### src/lpb_pkg.sv
// Shared types, codes and helpers for the layer priority blend block.
// Used by layer_priority_blend; depends on nothing else.

package lpb_pkg;

    localparam int unsigned CHAN_W   = 5;
    localparam int unsigned COLOR_W  = 3 * CHAN_W;
    localparam int unsigned PROD_W   = 9;
    localparam int unsigned ADDR_W   = 5;
    localparam int unsigned DATA_W   = 32;
    localparam int unsigned NUM_LAYERS = 4;

    localparam logic [2:0]        BACKDROP_LAYER = 3'd4;
    localparam logic [1:0]        BACKDROP_PRIO  = 2'd3;
    localparam logic [4:0]        WEIGHT_MAX     = 5'd16;
    localparam logic [CHAN_W-1:0] CHAN_MAX       = 5'd31;

    typedef logic [COLOR_W-1:0] color_t;
    typedef logic [CHAN_W-1:0]  chan_t;
    typedef logic [PROD_W-1:0]  prod_t;
    typedef logic [2:0]         layer_t;

    // Register indexes of the configuration space.
    typedef enum logic [2:0] {
        REG_BLEND_CONTROL = 3'd0,
        REG_ALPHA_FIRST   = 3'd1,
        REG_ALPHA_SECOND  = 3'd2,
        REG_BRIGHTNESS    = 3'd3,
        REG_FIRST_LAYER   = 3'd4,
        REG_LAST_LAYER    = 3'd5
    } reg_idx_t;

    // Blend mode field of blend_control.
    typedef enum logic [1:0] {
        MODE_NONE     = 2'd0,
        MODE_ALPHA    = 2'd1,
        MODE_BRIGHTEN = 2'd2,
        MODE_DARKEN   = 2'd3
    } blend_mode_t;

    // Operation decided for one pixel once the target enables are known.
    typedef enum logic [1:0] {
        OP_PASS    = 2'd0,
        OP_ALPHA   = 2'd1,
        OP_BRIGHT  = 2'd2,
        OP_DARK    = 2'd3
    } pix_op_t;

    function automatic logic [4:0] clamp_weight(input logic [4:0] w);
        return (w > WEIGHT_MAX) ? WEIGHT_MAX : w;
    endfunction

    // Layers 0 to 3 use enable bits 0 to 3; the backdrop uses bit 5.
    function automatic logic [2:0] target_bit(input layer_t layer);
        return (layer >= BACKDROP_LAYER) ? 3'd5 : {1'b0, layer[1:0]};
    endfunction

endpackage

### src/layer_priority_blend.sv
// Top level of the layer priority blend: pixel pipeline and configuration registers.
// Depends on lpb_pkg.
//
//  channel   | handshake                          | payload
//  ----------+------------------------------------+-------------------------------------
//  pixel in  | pixel_valid / pixel_stall          | layer0..3 color and info, backdrop
//  result    | result_valid / result_stall        | red_out, green_out, blue_out, top_layer
//  config    | psel, penable, pwrite, pready      | paddr, pwdata, prdata
//
// One pixel per clock while the result side is not stalled; each pixel passes through the
// stage registers below before its result is valid and can transfer.
// Stage 1 sorts the layers by priority, stage 2 holds the 5x5 weight multipliers,
// stage 3 scales, saturates and registers the output.
// Each stage moves on when the stage after it is empty or moving, so a stalled result
// holds only the stages behind it that are full.
// Reset clears the valid bits and sets the registers to their defaults.

module layer_priority_blend
(
    input  logic                          clk,
    input  logic                          rst_n,

    input  logic                          pixel_valid,
    output logic                          pixel_stall,
    input  logic [14:0]                   layer0_color,
    input  logic [2:0]                    layer0_info,
    input  logic [14:0]                   layer1_color,
    input  logic [2:0]                    layer1_info,
    input  logic [14:0]                   layer2_color,
    input  logic [2:0]                    layer2_info,
    input  logic [14:0]                   layer3_color,
    input  logic [2:0]                    layer3_info,
    input  logic [14:0]                   backdrop_color,

    output logic                          result_valid,
    input  logic                          result_stall,
    output logic [7:0]                    red_out,
    output logic [7:0]                    green_out,
    output logic [7:0]                    blue_out,
    output logic [2:0]                    top_layer,

    input  logic                          psel,
    input  logic                          penable,
    input  logic                          pwrite,
    input  logic [lpb_pkg::ADDR_W-1:0]    paddr,
    input  logic [lpb_pkg::DATA_W-1:0]    pwdata,
    output logic [lpb_pkg::DATA_W-1:0]    prdata,
    output logic                          pready
);

    // ------------------------------------------------------------------
    // Configuration registers
    // ------------------------------------------------------------------
    logic [13:0]          blend_control_reg;
    logic [4:0]           alpha_first_reg;
    logic [4:0]           alpha_second_reg;
    logic [4:0]           brightness_reg;
    logic [1:0]           first_layer_reg;
    logic [1:0]           last_layer_reg;
    logic                 cfg_write;
    lpb_pkg::reg_idx_t    cfg_idx;

    assign pready    = 1'b1;
    assign cfg_write = psel && penable && pwrite && pready;
    assign cfg_idx   = lpb_pkg::reg_idx_t'(paddr[4:2]);

    always_ff @(posedge clk or negedge rst_n)
    begin
        if (!rst_n)
        begin
            blend_control_reg <= '0;
            alpha_first_reg   <= '0;
            alpha_second_reg  <= '0;
            brightness_reg    <= '0;
            first_layer_reg   <= 2'd0;
            last_layer_reg    <= 2'd3;
        end
        else if (cfg_write)
        begin
            unique case (cfg_idx)
                lpb_pkg::REG_BLEND_CONTROL: blend_control_reg <= pwdata[13:0];
                lpb_pkg::REG_ALPHA_FIRST:   alpha_first_reg   <= pwdata[4:0];
                lpb_pkg::REG_ALPHA_SECOND:  alpha_second_reg  <= pwdata[4:0];
                lpb_pkg::REG_BRIGHTNESS:    brightness_reg    <= pwdata[4:0];
                lpb_pkg::REG_FIRST_LAYER:   first_layer_reg   <= pwdata[1:0];
                lpb_pkg::REG_LAST_LAYER:    last_layer_reg    <= pwdata[1:0];
                default: ;
            endcase
        end
    end

    always_comb
    begin
        unique case (cfg_idx)
            lpb_pkg::REG_BLEND_CONTROL: prdata = {18'd0, blend_control_reg};
            lpb_pkg::REG_ALPHA_FIRST:   prdata = {27'd0, alpha_first_reg};
            lpb_pkg::REG_ALPHA_SECOND:  prdata = {27'd0, alpha_second_reg};
            lpb_pkg::REG_BRIGHTNESS:    prdata = {27'd0, brightness_reg};
            lpb_pkg::REG_FIRST_LAYER:   prdata = {30'd0, first_layer_reg};
            lpb_pkg::REG_LAST_LAYER:    prdata = {30'd0, last_layer_reg};
            default:                    prdata = '0;
        endcase
    end

    // ------------------------------------------------------------------
    // Pipeline flow control
    // ------------------------------------------------------------------
    logic s1_valid_reg;
    logic s2_valid_reg;
    logic out_valid_reg;
    logic adv1;
    logic adv2;
    logic adv3;

    assign adv3        = !out_valid_reg || !result_stall;
    assign adv2        = !s2_valid_reg || adv3;
    assign adv1        = !s1_valid_reg || adv2;
    assign pixel_stall = !adv1;
    assign result_valid = out_valid_reg;

    always_ff @(posedge clk or negedge rst_n)
    begin
        if (!rst_n)
        begin
            s1_valid_reg  <= 1'b0;
            s2_valid_reg  <= 1'b0;
            out_valid_reg <= 1'b0;
        end
        else
        begin
            if (adv1)
            begin
                s1_valid_reg <= pixel_valid;
            end
            if (adv2)
            begin
                s2_valid_reg <= s1_valid_reg;
            end
            if (adv3)
            begin
                out_valid_reg <= s2_valid_reg;
            end
        end
    end

    // ------------------------------------------------------------------
    // Stage 1: priority sort and operation select
    // ------------------------------------------------------------------
    lpb_pkg::color_t   lay_color [lpb_pkg::NUM_LAYERS];
    logic [2:0]        lay_info  [lpb_pkg::NUM_LAYERS];
    logic [1:0]        p1;
    logic [1:0]        p2;
    lpb_pkg::layer_t   l1;
    lpb_pkg::layer_t   l2;
    lpb_pkg::color_t   c1;
    lpb_pkg::color_t   c2;
    logic              first_hit;
    logic              second_hit;
    lpb_pkg::pix_op_t  s1_op_next;

    assign lay_color[0] = layer0_color;
    assign lay_color[1] = layer1_color;
    assign lay_color[2] = layer2_color;
    assign lay_color[3] = layer3_color;
    assign lay_info[0]  = layer0_info;
    assign lay_info[1]  = layer1_info;
    assign lay_info[2]  = layer2_info;
    assign lay_info[3]  = layer3_info;

    // Scan from the highest layer down, so that on equal priority the lower index wins.
    always_comb
    begin
        p1 = lpb_pkg::BACKDROP_PRIO;
        p2 = lpb_pkg::BACKDROP_PRIO;
        l1 = lpb_pkg::BACKDROP_LAYER;
        l2 = lpb_pkg::BACKDROP_LAYER;
        c1 = backdrop_color;
        c2 = backdrop_color;
        for (int i = lpb_pkg::NUM_LAYERS - 1; i >= 0; i--)
        begin
            if ((2'(i) <= last_layer_reg) && (2'(i) >= first_layer_reg) && lay_info[i][2])
            begin
                if (lay_info[i][1:0] <= p1)
                begin
                    p2 = p1;
                    l2 = l1;
                    c2 = c1;
                    p1 = lay_info[i][1:0];
                    l1 = 3'(i);
                    c1 = lay_color[i];
                end
                else if (lay_info[i][1:0] <= p2)
                begin
                    p2 = lay_info[i][1:0];
                    l2 = 3'(i);
                    c2 = lay_color[i];
                end
            end
        end
    end

    assign first_hit  = blend_control_reg[{1'b0, lpb_pkg::target_bit(l1)}];
    assign second_hit = blend_control_reg[{1'b0, lpb_pkg::target_bit(l2)} + 4'd8];

    always_comb
    begin
        s1_op_next = lpb_pkg::OP_PASS;
        if (first_hit)
        begin
            unique case (lpb_pkg::blend_mode_t'(blend_control_reg[7:6]))
                lpb_pkg::MODE_NONE:     s1_op_next = lpb_pkg::OP_PASS;
                lpb_pkg::MODE_ALPHA:    s1_op_next = second_hit ? lpb_pkg::OP_ALPHA
                                                                : lpb_pkg::OP_PASS;
                lpb_pkg::MODE_BRIGHTEN: s1_op_next = lpb_pkg::OP_BRIGHT;
                lpb_pkg::MODE_DARKEN:   s1_op_next = lpb_pkg::OP_DARK;
                default:                s1_op_next = lpb_pkg::OP_PASS;
            endcase
        end
    end

    lpb_pkg::color_t   s1_c1_reg;
    lpb_pkg::color_t   s1_c2_reg;
    lpb_pkg::layer_t   s1_layer_reg;
    lpb_pkg::pix_op_t  s1_op_reg;

    always_ff @(posedge clk)
    begin
        if (adv1)
        begin
            s1_c1_reg    <= c1;
            s1_c2_reg    <= c2;
            s1_layer_reg <= l1;
            s1_op_reg    <= s1_op_next;
        end
    end

    // ------------------------------------------------------------------
    // Stage 2: weight products, one pair of small multipliers per channel
    // ------------------------------------------------------------------
    logic [4:0]        eva;
    logic [4:0]        evb;
    logic [4:0]        evy;
    lpb_pkg::prod_t    prod_a_next [3];
    lpb_pkg::prod_t    prod_b_next [3];

    assign eva = lpb_pkg::clamp_weight(alpha_first_reg);
    assign evb = lpb_pkg::clamp_weight(alpha_second_reg);
    assign evy = lpb_pkg::clamp_weight(brightness_reg);

    always_comb
    begin
        for (int ch = 0; ch < 3; ch++)
        begin
            prod_a_next[ch] = '0;
            prod_b_next[ch] = '0;
            case (s1_op_reg)
                lpb_pkg::OP_ALPHA:
                begin
                    prod_a_next[ch] = 9'(s1_c1_reg[ch*5 +: 5]) * 9'(eva);
                    prod_b_next[ch] = 9'(s1_c2_reg[ch*5 +: 5]) * 9'(evb);
                end
                lpb_pkg::OP_BRIGHT:
                begin
                    prod_a_next[ch] = 9'(lpb_pkg::CHAN_MAX - s1_c1_reg[ch*5 +: 5]) * 9'(evy);
                end
                lpb_pkg::OP_DARK:
                begin
                    prod_a_next[ch] = 9'(s1_c1_reg[ch*5 +: 5]) * 9'(evy);
                end
                default: ;
            endcase
        end
    end

    lpb_pkg::prod_t    s2_prod_a_reg [3];
    lpb_pkg::prod_t    s2_prod_b_reg [3];
    lpb_pkg::color_t   s2_c1_reg;
    lpb_pkg::layer_t   s2_layer_reg;
    lpb_pkg::pix_op_t  s2_op_reg;

    always_ff @(posedge clk)
    begin
        if (adv2)
        begin
            s2_prod_a_reg <= prod_a_next;
            s2_prod_b_reg <= prod_b_next;
            s2_c1_reg     <= s1_c1_reg;
            s2_layer_reg  <= s1_layer_reg;
            s2_op_reg     <= s1_op_reg;
        end
    end

    // ------------------------------------------------------------------
    // Stage 3: scale, saturate, output register
    // ------------------------------------------------------------------
    lpb_pkg::chan_t    chan_next [3];
    logic [5:0]        alpha_sum [3];
    lpb_pkg::chan_t    src_chan  [3];

    always_comb
    begin
        for (int ch = 0; ch < 3; ch++)
        begin
            src_chan[ch]  = s2_c1_reg[ch*5 +: 5];
            alpha_sum[ch] = {1'b0, s2_prod_a_reg[ch][8:4]} + {1'b0, s2_prod_b_reg[ch][8:4]};
            case (s2_op_reg)
                lpb_pkg::OP_ALPHA:
                    chan_next[ch] = (alpha_sum[ch] > 6'(lpb_pkg::CHAN_MAX))
                                  ? lpb_pkg::CHAN_MAX : alpha_sum[ch][4:0];
                lpb_pkg::OP_BRIGHT:
                    chan_next[ch] = src_chan[ch] + s2_prod_a_reg[ch][8:4];
                lpb_pkg::OP_DARK:
                    chan_next[ch] = src_chan[ch] - s2_prod_a_reg[ch][8:4];
                default:
                    chan_next[ch] = src_chan[ch];
            endcase
        end
    end

    lpb_pkg::chan_t    red_reg;
    lpb_pkg::chan_t    green_reg;
    lpb_pkg::chan_t    blue_reg;
    lpb_pkg::layer_t   top_layer_reg;

    always_ff @(posedge clk)
    begin
        if (adv3)
        begin
            red_reg       <= chan_next[0];
            green_reg     <= chan_next[1];
            blue_reg      <= chan_next[2];
            top_layer_reg <= s2_layer_reg;
        end
    end

    assign red_out   = {red_reg, 3'b000};
    assign green_out = {green_reg, 3'b000};
    assign blue_out  = {blue_reg, 3'b000};
    assign top_layer = top_layer_reg;

    // ------------------------------------------------------------------
    // Assertions
    // ------------------------------------------------------------------
    // The input is held back only when every stage is full and the result is stalled.
    a_stall_only_when_full: assert property (@(posedge clk) disable iff (!rst_n)
        pixel_stall |-> (s1_valid_reg && s2_valid_reg && out_valid_reg && result_stall))
        else $error("input stalled while the pipeline has room");

    // A pixel transfer always lands in the first stage.
    a_transfer_enters: assert property (@(posedge clk) disable iff (!rst_n)
        (pixel_valid && !pixel_stall) |=> s1_valid_reg)
        else $error("accepted pixel lost at stage one");

    // A full middle stage that cannot move keeps its item.
    a_stage2_holds: assert property (@(posedge clk) disable iff (!rst_n)
        (s2_valid_reg && !adv3) |=> (s2_valid_reg && $stable(s2_layer_reg)))
        else $error("stage two item dropped or changed under stall");

    // The winning layer is a real layer or the backdrop.
    a_layer_range: assert property (@(posedge clk) disable iff (!rst_n)
        result_valid |-> (top_layer <= lpb_pkg::BACKDROP_LAYER))
        else $error("winning layer out of range");

endmodule

### config.mk
export PLATFORM = sky130hd
export DESIGN_NAME = layer_priority_blend
export DESIGN_NICKNAME = d
export VERILOG_FILES = /design/src/lpb_pkg.sv /design/src/layer_priority_blend.sv
export SDC_FILE = /design/constraint.sdc
export NUM_CORES = 1
export LEC_CHECK = 0
export ABC_AREA = 1
export BUFFER_PORTS_ARGS = -buffer_cell sky130_fd_sc_hd__clkbuf_2
export CAP_MARGIN = 20
export CORE_AREA = 5 5 226 228
export CTS_CLUSTER_DIAMETER = 60
export DETAILED_ROUTE_END_ITERATION = 8
export DIE_AREA = 0 0 231 233
export GPL_TIMING_DRIVEN = 0
export PLACE_DENSITY = 0.61
export SLEW_MARGIN = 40
export SYNTH_ARGS = -nofsm -noshare
export SYNTH_HDL_FRONTEND = slang
export SYNTH_SLANG_ARGS = --single-unit
### constraint.sdc
create_clock -name clk -period 5.32 [get_ports clk]
set_input_delay 0.532 -clock clk [delete_from_list [all_inputs] [get_ports clk]]
set_output_delay 0.532 -clock clk [all_outputs]
set_load 0.03 [all_outputs]
==> summary.md, run 1 <==
| Metric | Value |
|---|---|
| Clk sinks | `139` |
| Clock period minus worst slack | `5.05 ns` |
| CP Class | `register to register` |
| Synth Flop Type | `edfxtp_1` |
| Initial core utilization | `between 30% and 40%` |
| DRC viols | `0` |
| CP dominant cell by count | `fa_1` |
| Share of the synthesized area in the top cell type | `18.3%` |
| Max Slew Vio Count | `0` |
| Status | `finished clean` |
| Yosys cell types | `55` |
| CTS tree | `yes` |
| Antenna cells | `0` |
| Via Count | `15,200` |
| Slowest-stage cell, CP | `fa_1` |
| Synthesized area | `0.0169 mm2` |
| Htree depth | `4` |
| Crit path capture type | `register` |
| Die Ht | `233 um` |
| Largest stage delay on the critical path | `0.54 ns` |
| Fraction of final layout cells sized beyond drive strength 1 | `around an eighth` |
| Post-synth EDFFs | `103` |
| Final setup vio count | `0` |
| Cell breakdown of the critical path | `buf_2, nor2_2, clkbuf_4, nand2_1, fa_1, fa_1, fa_1, inv_1, ha_1, inv_1, o21ai_0, a221oi_1, nand2_1, o21ai_0, nand3_1` |
| Placed cells | `~3,000` |
| P per Cell Area | `slightly below 400 mW/mm2` |
| Root Buffer | `clkbuf_16` |
| Crit path buf inv count | `4` |
| Clk buf depth | `2` |
| Fmax | `0.198 GHz` |
| Yosys top cell by area | `edfxtp_1` |
| Vias in the first global route | `15,200` |
| WL per Instance | `roughly 16 um` |
| Peak VDD IR | `231 uV` |
| Initial antenna violation count | `0` |
| Core Rows | `slightly above 80` |
| Die area | `0.0538 mm2` |
| Async SR Flop Fraction | `25.9%` |
| First-pass GRT wire length | `79,200 um` |
| Largest net degree at the start of global routing | `48` |
| Post-synth top cells | `525 x nand2_1, 409 x inv_1, 216 x ha_1, 197 x nor2_1, 121 x o21ai_0` |
| GRT overflow | `0` |
| Crit path max fanout | `10` |
| Core ar. | `0.0486 mm2` |
| Final ANT Viol Nets | `0` |
| Leak | `0.0104 uW` |
| Final Instance Count excl. Fillers | `3,078` |
| Max-cap check violation count | `0` |
| Cts hold-fix bufs | `0` |
| Insertion delay to the later sink of the worst-skew pair | `0.42 ns` |
| IO buf count | `144` |
| Largest delay contributor family on the critical path | `adder cells` |
| Total Routed Length | `about 49,000 um` |
| Post-synthesis cell count | `2,247` |
| Period utilization | `a little over nine tenths` |
| Power Total | `7510 uW` |
| Detailed placement HPWL | `41,000 um` |
| Synth Register Bits | `139` |
| Most common cell in the synthesized netlist | `nand2_1` |
| Register area share after synthesis | `23.6%` |
| Pre-Repair DR Iteration Count | `5` |
| Io pins | `193` |
| Syn avg cell area | `7.53 um2` |
| Worst setup SP type | `register` |
| Crit path required time | `5.42 ns` |
| Clock skew | `between 0.015 and 0.02 ns` |
| Final Instance Area | `0.0193 mm2` |
| Final setup TNS | `0 ns` |
| Clock Pin Slew Worst Setup and Hold Paths | `0.07 ns` |
| Worst Max-Slew Pin Slew | `0.765 ns` |
| Routed vias/inst | `4.95` |
| HP Class | `input pin to asynchronous set/reset pin` |
| Area grow syn2layout | `13.9%` |
| Synth area leaders | `edfxtp_1 18%, ha_1 16%, nand2_1 12%` |
| Synthesis Warnings | `0` |
| NumNets Final | `2,886` |
| Post-DP Area | `0.0185 mm2` |
| Die width | `231 um` |
| Critical path arrival | `5.15 ns` |
| Final hold violation count | `0` |
| Tot GR Track Use | `18.3%` |
| CTS Buf Count | `17` |
| RD Place Congestion | `0.944` |
| 1st-iter DRT viols | `1,137` |
| Slew Limit Headroom | `48.8%` |
## cell families after synthesis
| group | synth area share, % |
|---|---|
| other | 0.0444 |
| flip-flops | 23.6 |
| AND/OR/NAND/NOR | 21.6 |
| buffers and inverters | 12.5 |
| XOR/XNOR | 3.11 |
| multiplexers | 0.0592 |
| AO/OA/AOI/OAI | 11.7 |
| adder cells (fa/ha/maj) | 27.3 |
## layer usage
metal | track usage, % | up-vias | wire length [um]
met5 | 0 | - | 0
met4 | 6.05 | 0 | 1620
met3 | 2.67 | 83 | 2770
met2 | 30.8 | 493 | 23200
met1 | 24.3 | 7109 | 21700
li1 | - | 7550 | -
## what timing repair did
| action | CTS | global route |
|---|---|---|
| gates resized for setup | 15 | 28 |
| pin swaps | 0 | 1 |
| setup buffers | 1 | 8 |
| gates cloned | 0 | 0 |
| endpoints found under the setup margin | 34 | 36 |
## cell type report
type / instances / area, um2
Buffer: 89 / 543
Multi-Input combinational cell: 1618 / 11000
Clock buffer: 21 / 472
Sequential cell: 139 / 4000
Clock inverter: 11 / 83.8
Inverter: 424 / 1610
Timing Repair Buffer: 154 / 818
Tap cell: 622 / 778
Fill cell: 5048 / 29400
## final timing paths
path                                   startpoint               endpoint  slack, ns  cells past startpoint
worst max-delay path            brightness_reg[4]      s2_prod_a_reg[25]       0.27                     15
worst min-delay path                        rst_n  blend_control_reg[12]        0.1                      1
worst max register to register  brightness_reg[4]      s2_prod_a_reg[25]       0.27                     15
worst min register to register    s1_layer_reg[1]        s2_layer_reg[1]       0.42                      0
max in group asynchronous                   rst_n      last_layer_reg[1]       4.86                      1
min in group clk                      pixel_valid           s1_valid_reg       0.31                      2
## per-stage QoR
step	worst slack, ns	util [%]	hold WS, ns
floorplan	0.594	-	0.236
global placement	-0.494	38.0	0.406
detailed placement	-0.525	38.1	0.406
CTS	0.00464	39.3	0.0959
global route	-0.0451	39.6	0.111
finish	0.274	39.6	0.0961
## power breakdown
group	internal [uW]	total (uW)	switching (uW)
Sequential	1620	1970	343
Combinational	1580	4440	2860
Clock	642	1110	472
## placed cells by master, fill, tap and decap left out, drive strengths merged, types with 18 or more instances in the layout
| cell | netlist | final |
|---|---|---|
| nand2 | 532 | 532 |
| inv | 423 | 427 |
| ha | 216 | 216 |
| nor2 | 208 | 208 |
| clkbuf | 33 | 197 |
| o21ai | 176 | 176 |
| edfxtp | 103 | 103 |
| fa | 96 | 96 |
| a21oi | 95 | 95 |
| nand3 | 77 | 77 |
| buf | 59 | 67 |
| xor2 | 44 | 44 |
| dfrtp | 34 | 34 |
| conb | 2 | 28 |
| nand4 | 21 | 21 |
| o211ai | 18 | 18 |
No activity file was read; power rests on OpenSTA's default activity.
==> inputs of run 2 (changes only) <==
--- a/config.mk
+++ b/config.mk
@@ -8,11 +8,12 @@
 export ABC_AREA = 1
 export BUFFER_PORTS_ARGS = -buffer_cell sky130_fd_sc_hd__clkbuf_2
 export CAP_MARGIN = 20
-export CORE_AREA = 5 5 226 228
+export CORE_AREA = 5 5 317 164
 export CTS_CLUSTER_DIAMETER = 60
 export DETAILED_ROUTE_END_ITERATION = 8
-export DIE_AREA = 0 0 231 233
+export DIE_AREA = 0 0 322 169
 export GPL_TIMING_DRIVEN = 0
+export MAX_ROUTING_LAYER = met4
 export PLACE_DENSITY = 0.61
 export SLEW_MARGIN = 40
 export SYNTH_ARGS = -nofsm -noshare
==> summary.md, run 2 (same netlist as run 1, synthesis figures left out) <==
| Metric | Value |
|---|---|
| HP Class | `input pin to asynchronous set/reset pin` |
| Leak | `0.0104 uW` |
| Initial core utilization | `between 30% and 40%` |
| Pre-Repair DR Iteration Count | `6` |
| R2R cell count | `29` |
| Slew Limit Headroom | `44.0%` |
| First-pass GRT wire length | `about 83,000 um` |
| Via Count | `15,800` |
| Pre-CTS setup slack | `-1.06 ns` |
| Commonest non-fill, non-tap cell in the layout | `nand2_1` |
| Power Total | `7830 uW` |
| Detailed placement HPWL | `45,000 um` |
| NumNets Final | `roughly 2,900` |
| Final Instance Count excl. Fillers | `3,114` |
| Crit path buf inv count | `4` |
| Die area | `0.0544 mm2` |
| P_int | `3930 uW` |
| Final ANT Viol Nets | `0` |
| WL per Instance | `17.3 um` |
| Final WS setup | `0.183 ns` |
| Period utilization | `96.6%` |
| Largest net degree at the start of global routing | `37` |
| Largest stage delay on the critical path | `0.60 ns` |
| Worst Max-Slew Pin Slew | `about 0.84 ns` |
| Clock network fraction of design power | `between 10% and 20%` |
| Clock Pin Slew Worst Setup and Hold Paths | `0.07 ns` |
| Peak VDD IR | `about 270 uV` |
| IO buf count | `144` |
| Clock period minus worst slack | `5.14 ns` |
| Logic gate share of total power | `59.2%` |
| Crit path required time | `~5.6 ns` |
| Sw power | `3900 uW` |
| CP Class | `register to register` |
| Total Routed Length | `53,900 um` |
| Clk sinks | `139` |
| Reg-to-reg critical path endpoint | `s1_op_reg[0]` |
| Max-cap check violation count | `0` |
| GRT overflow | `0` |
| Die Ht | `169 um` |
| Final setup vio count | `0` |
| Io pins | `193` |
| Fraction of final layout cells sized beyond drive strength 1 | `13.0%` |
| Vias in the first global route | `14,800` |
| CTS Buf Count | `17` |
| Crit path capture type | `register` |
| Critical path arrival | `around 5.4 ns` |
| Core ar. | `0.0492 mm2` |
| Root Buffer | `clkbuf_16` |
| Reg-to-reg setup timing slack | `0.18 ns` |
| Die width | `322 um` |
| Crit path max fanout | `10` |
| Core Rows | `58` |
| 1st-iter DRT viols | `1,642` |
| Initial antenna violation count | `0` |
| Seq pwr share | `25.1%` |
| Max Slew Vio Count | `0` |
| P per Cell Area | `about 410 mW/mm2` |
| Routed vias/inst | `5.07` |
| Reg2reg start | `last_layer_reg[0]` |
| Insertion delay to the later sink of the worst-skew pair | `0.44 ns` |
| Clk buf depth | `2` |
| Clock skew | `0.0144 ns` |
| Worst setup SP type | `register` |
| Sw Share | `49.8%` |
| Most frequent cells in the layout | `522 x nand2_1, 404 x inv_1, 216 x ha_1, 194 x nor2_1, 148 x clkbuf_2` |
| CP dominant cell by count | `nand2_1` |
| Fin util | `between 30% and 40%` |
| RD Place Congestion | `just under 1` |
| CTS tree | `yes` |
| RSZ-0062 raised after global routing | `true` |
| Filler Cell Count | `slightly above 5,000` |
| Slowest-stage cell, CP | `dfstp_2` |
| Placed cells | `3,078` |
| Fmax | `0.195 GHz` |
| Final hold violation count | `0` |
| Tot GR Track Use | `20.2%` |
| Htree depth | `4` |
| Status | `finished clean` |
| Largest delay contributor family on the critical path | `simple AND/OR/NAND/NOR gates` |
| Area grow syn2layout | `14.1%` |
| DRC viols | `0` |
run 2: cell count changes in the layout (fill, tap and decap cells not counted), moves of 2 or more:
cell,previous run,this run
inv_4,8,5
clkinv_4,4,0
nor2_1,192,194
nor2_2,7,5
buf_4,38,35
clkbuf_1,26,24
inv_2,12,14
bufinv_16,0,3
clkinvlp_4,2,4
inv_6,2,4
run 2: layout make-up:
class                           count  area, um2  share of cell area, %
Antenna cell                        1       2.50                 0.0130
Buffer                             89        547                   2.83
Clock buffer                       18        429                   2.22
Clock inverter                     14        169                  0.875
Inverter                          424       1600                   8.31
Multi-Input combinational cell   1618      10900                   56.7
Sequential cell                   139       4000                   20.7
Tap cell                          660        826                   4.28
Timing Repair Buffer              151        788                   4.09
run 2: worst max path at each step:
stage	slack [ns]	from	endpoint	depth (start not counted)
2_1_floorplan	0.59	last_layer_reg[1]	s1_op_reg[0]	30
3_3_place_gp	-0.95	layer3_info[2]	s1_c2_reg[5]	30
3_5_place_dp	-1.06	layer3_info[2]	s1_c2_reg[11]	30
4_1_cts	0.04	brightness_reg[4]	s2_prod_a_reg[26]	18
5_1_grt	-0.10	last_layer_reg[0]	s1_op_reg[0]	29
6_report	0.18	last_layer_reg[0]	s1_op_reg[0]	29
run 2: power by group through the flow:
stage          Sequential [uW]  Combinational (uW)  Clock (uW)
2_1_floorplan             1930                3080           0
3_3_place_gp              1970                4350           0
3_5_place_dp              1970                4480           0
4_1_cts                   1960                4560        1250
5_1_grt                   2000                5190        1300
6_report                  1970                4630        1230
run 2: routing by layer:
metal | routed length (um) | track usage (%) | part of all wire (%) | vias to the layer above
met2 | 20600 | 26.4 | 38 | 687
met1 | 27300 | 31.9 | 51 | 7535
met3 | 5640 | 4.62 | 10 | 37
met5 | 0 | - | 0 | -
met4 | 421 | 2.70 | 0.78 | 0
li1 | - | - | - | 7530
run 2: what timing repair did:
item,4_1_cts,5_1_grt
hold buffers,0,0
setup buffers,5,1
gates resized for setup,24,12
pin swaps,2,1
endpoints found under the setup margin,35,36
run 2: stage by stage:
step	area, um2	hold WS [ns]	setup TNS [ns]
6_report	19300	0.0791	0
5_1_grt	19300	0.108	-0.424
4_1_cts	19300	0.0739	0
3_5_place_dp	18600	0.405	-24.68
3_3_place_gp	18600	0.404	-23.08
2_1_floorplan	17000	0.236	0
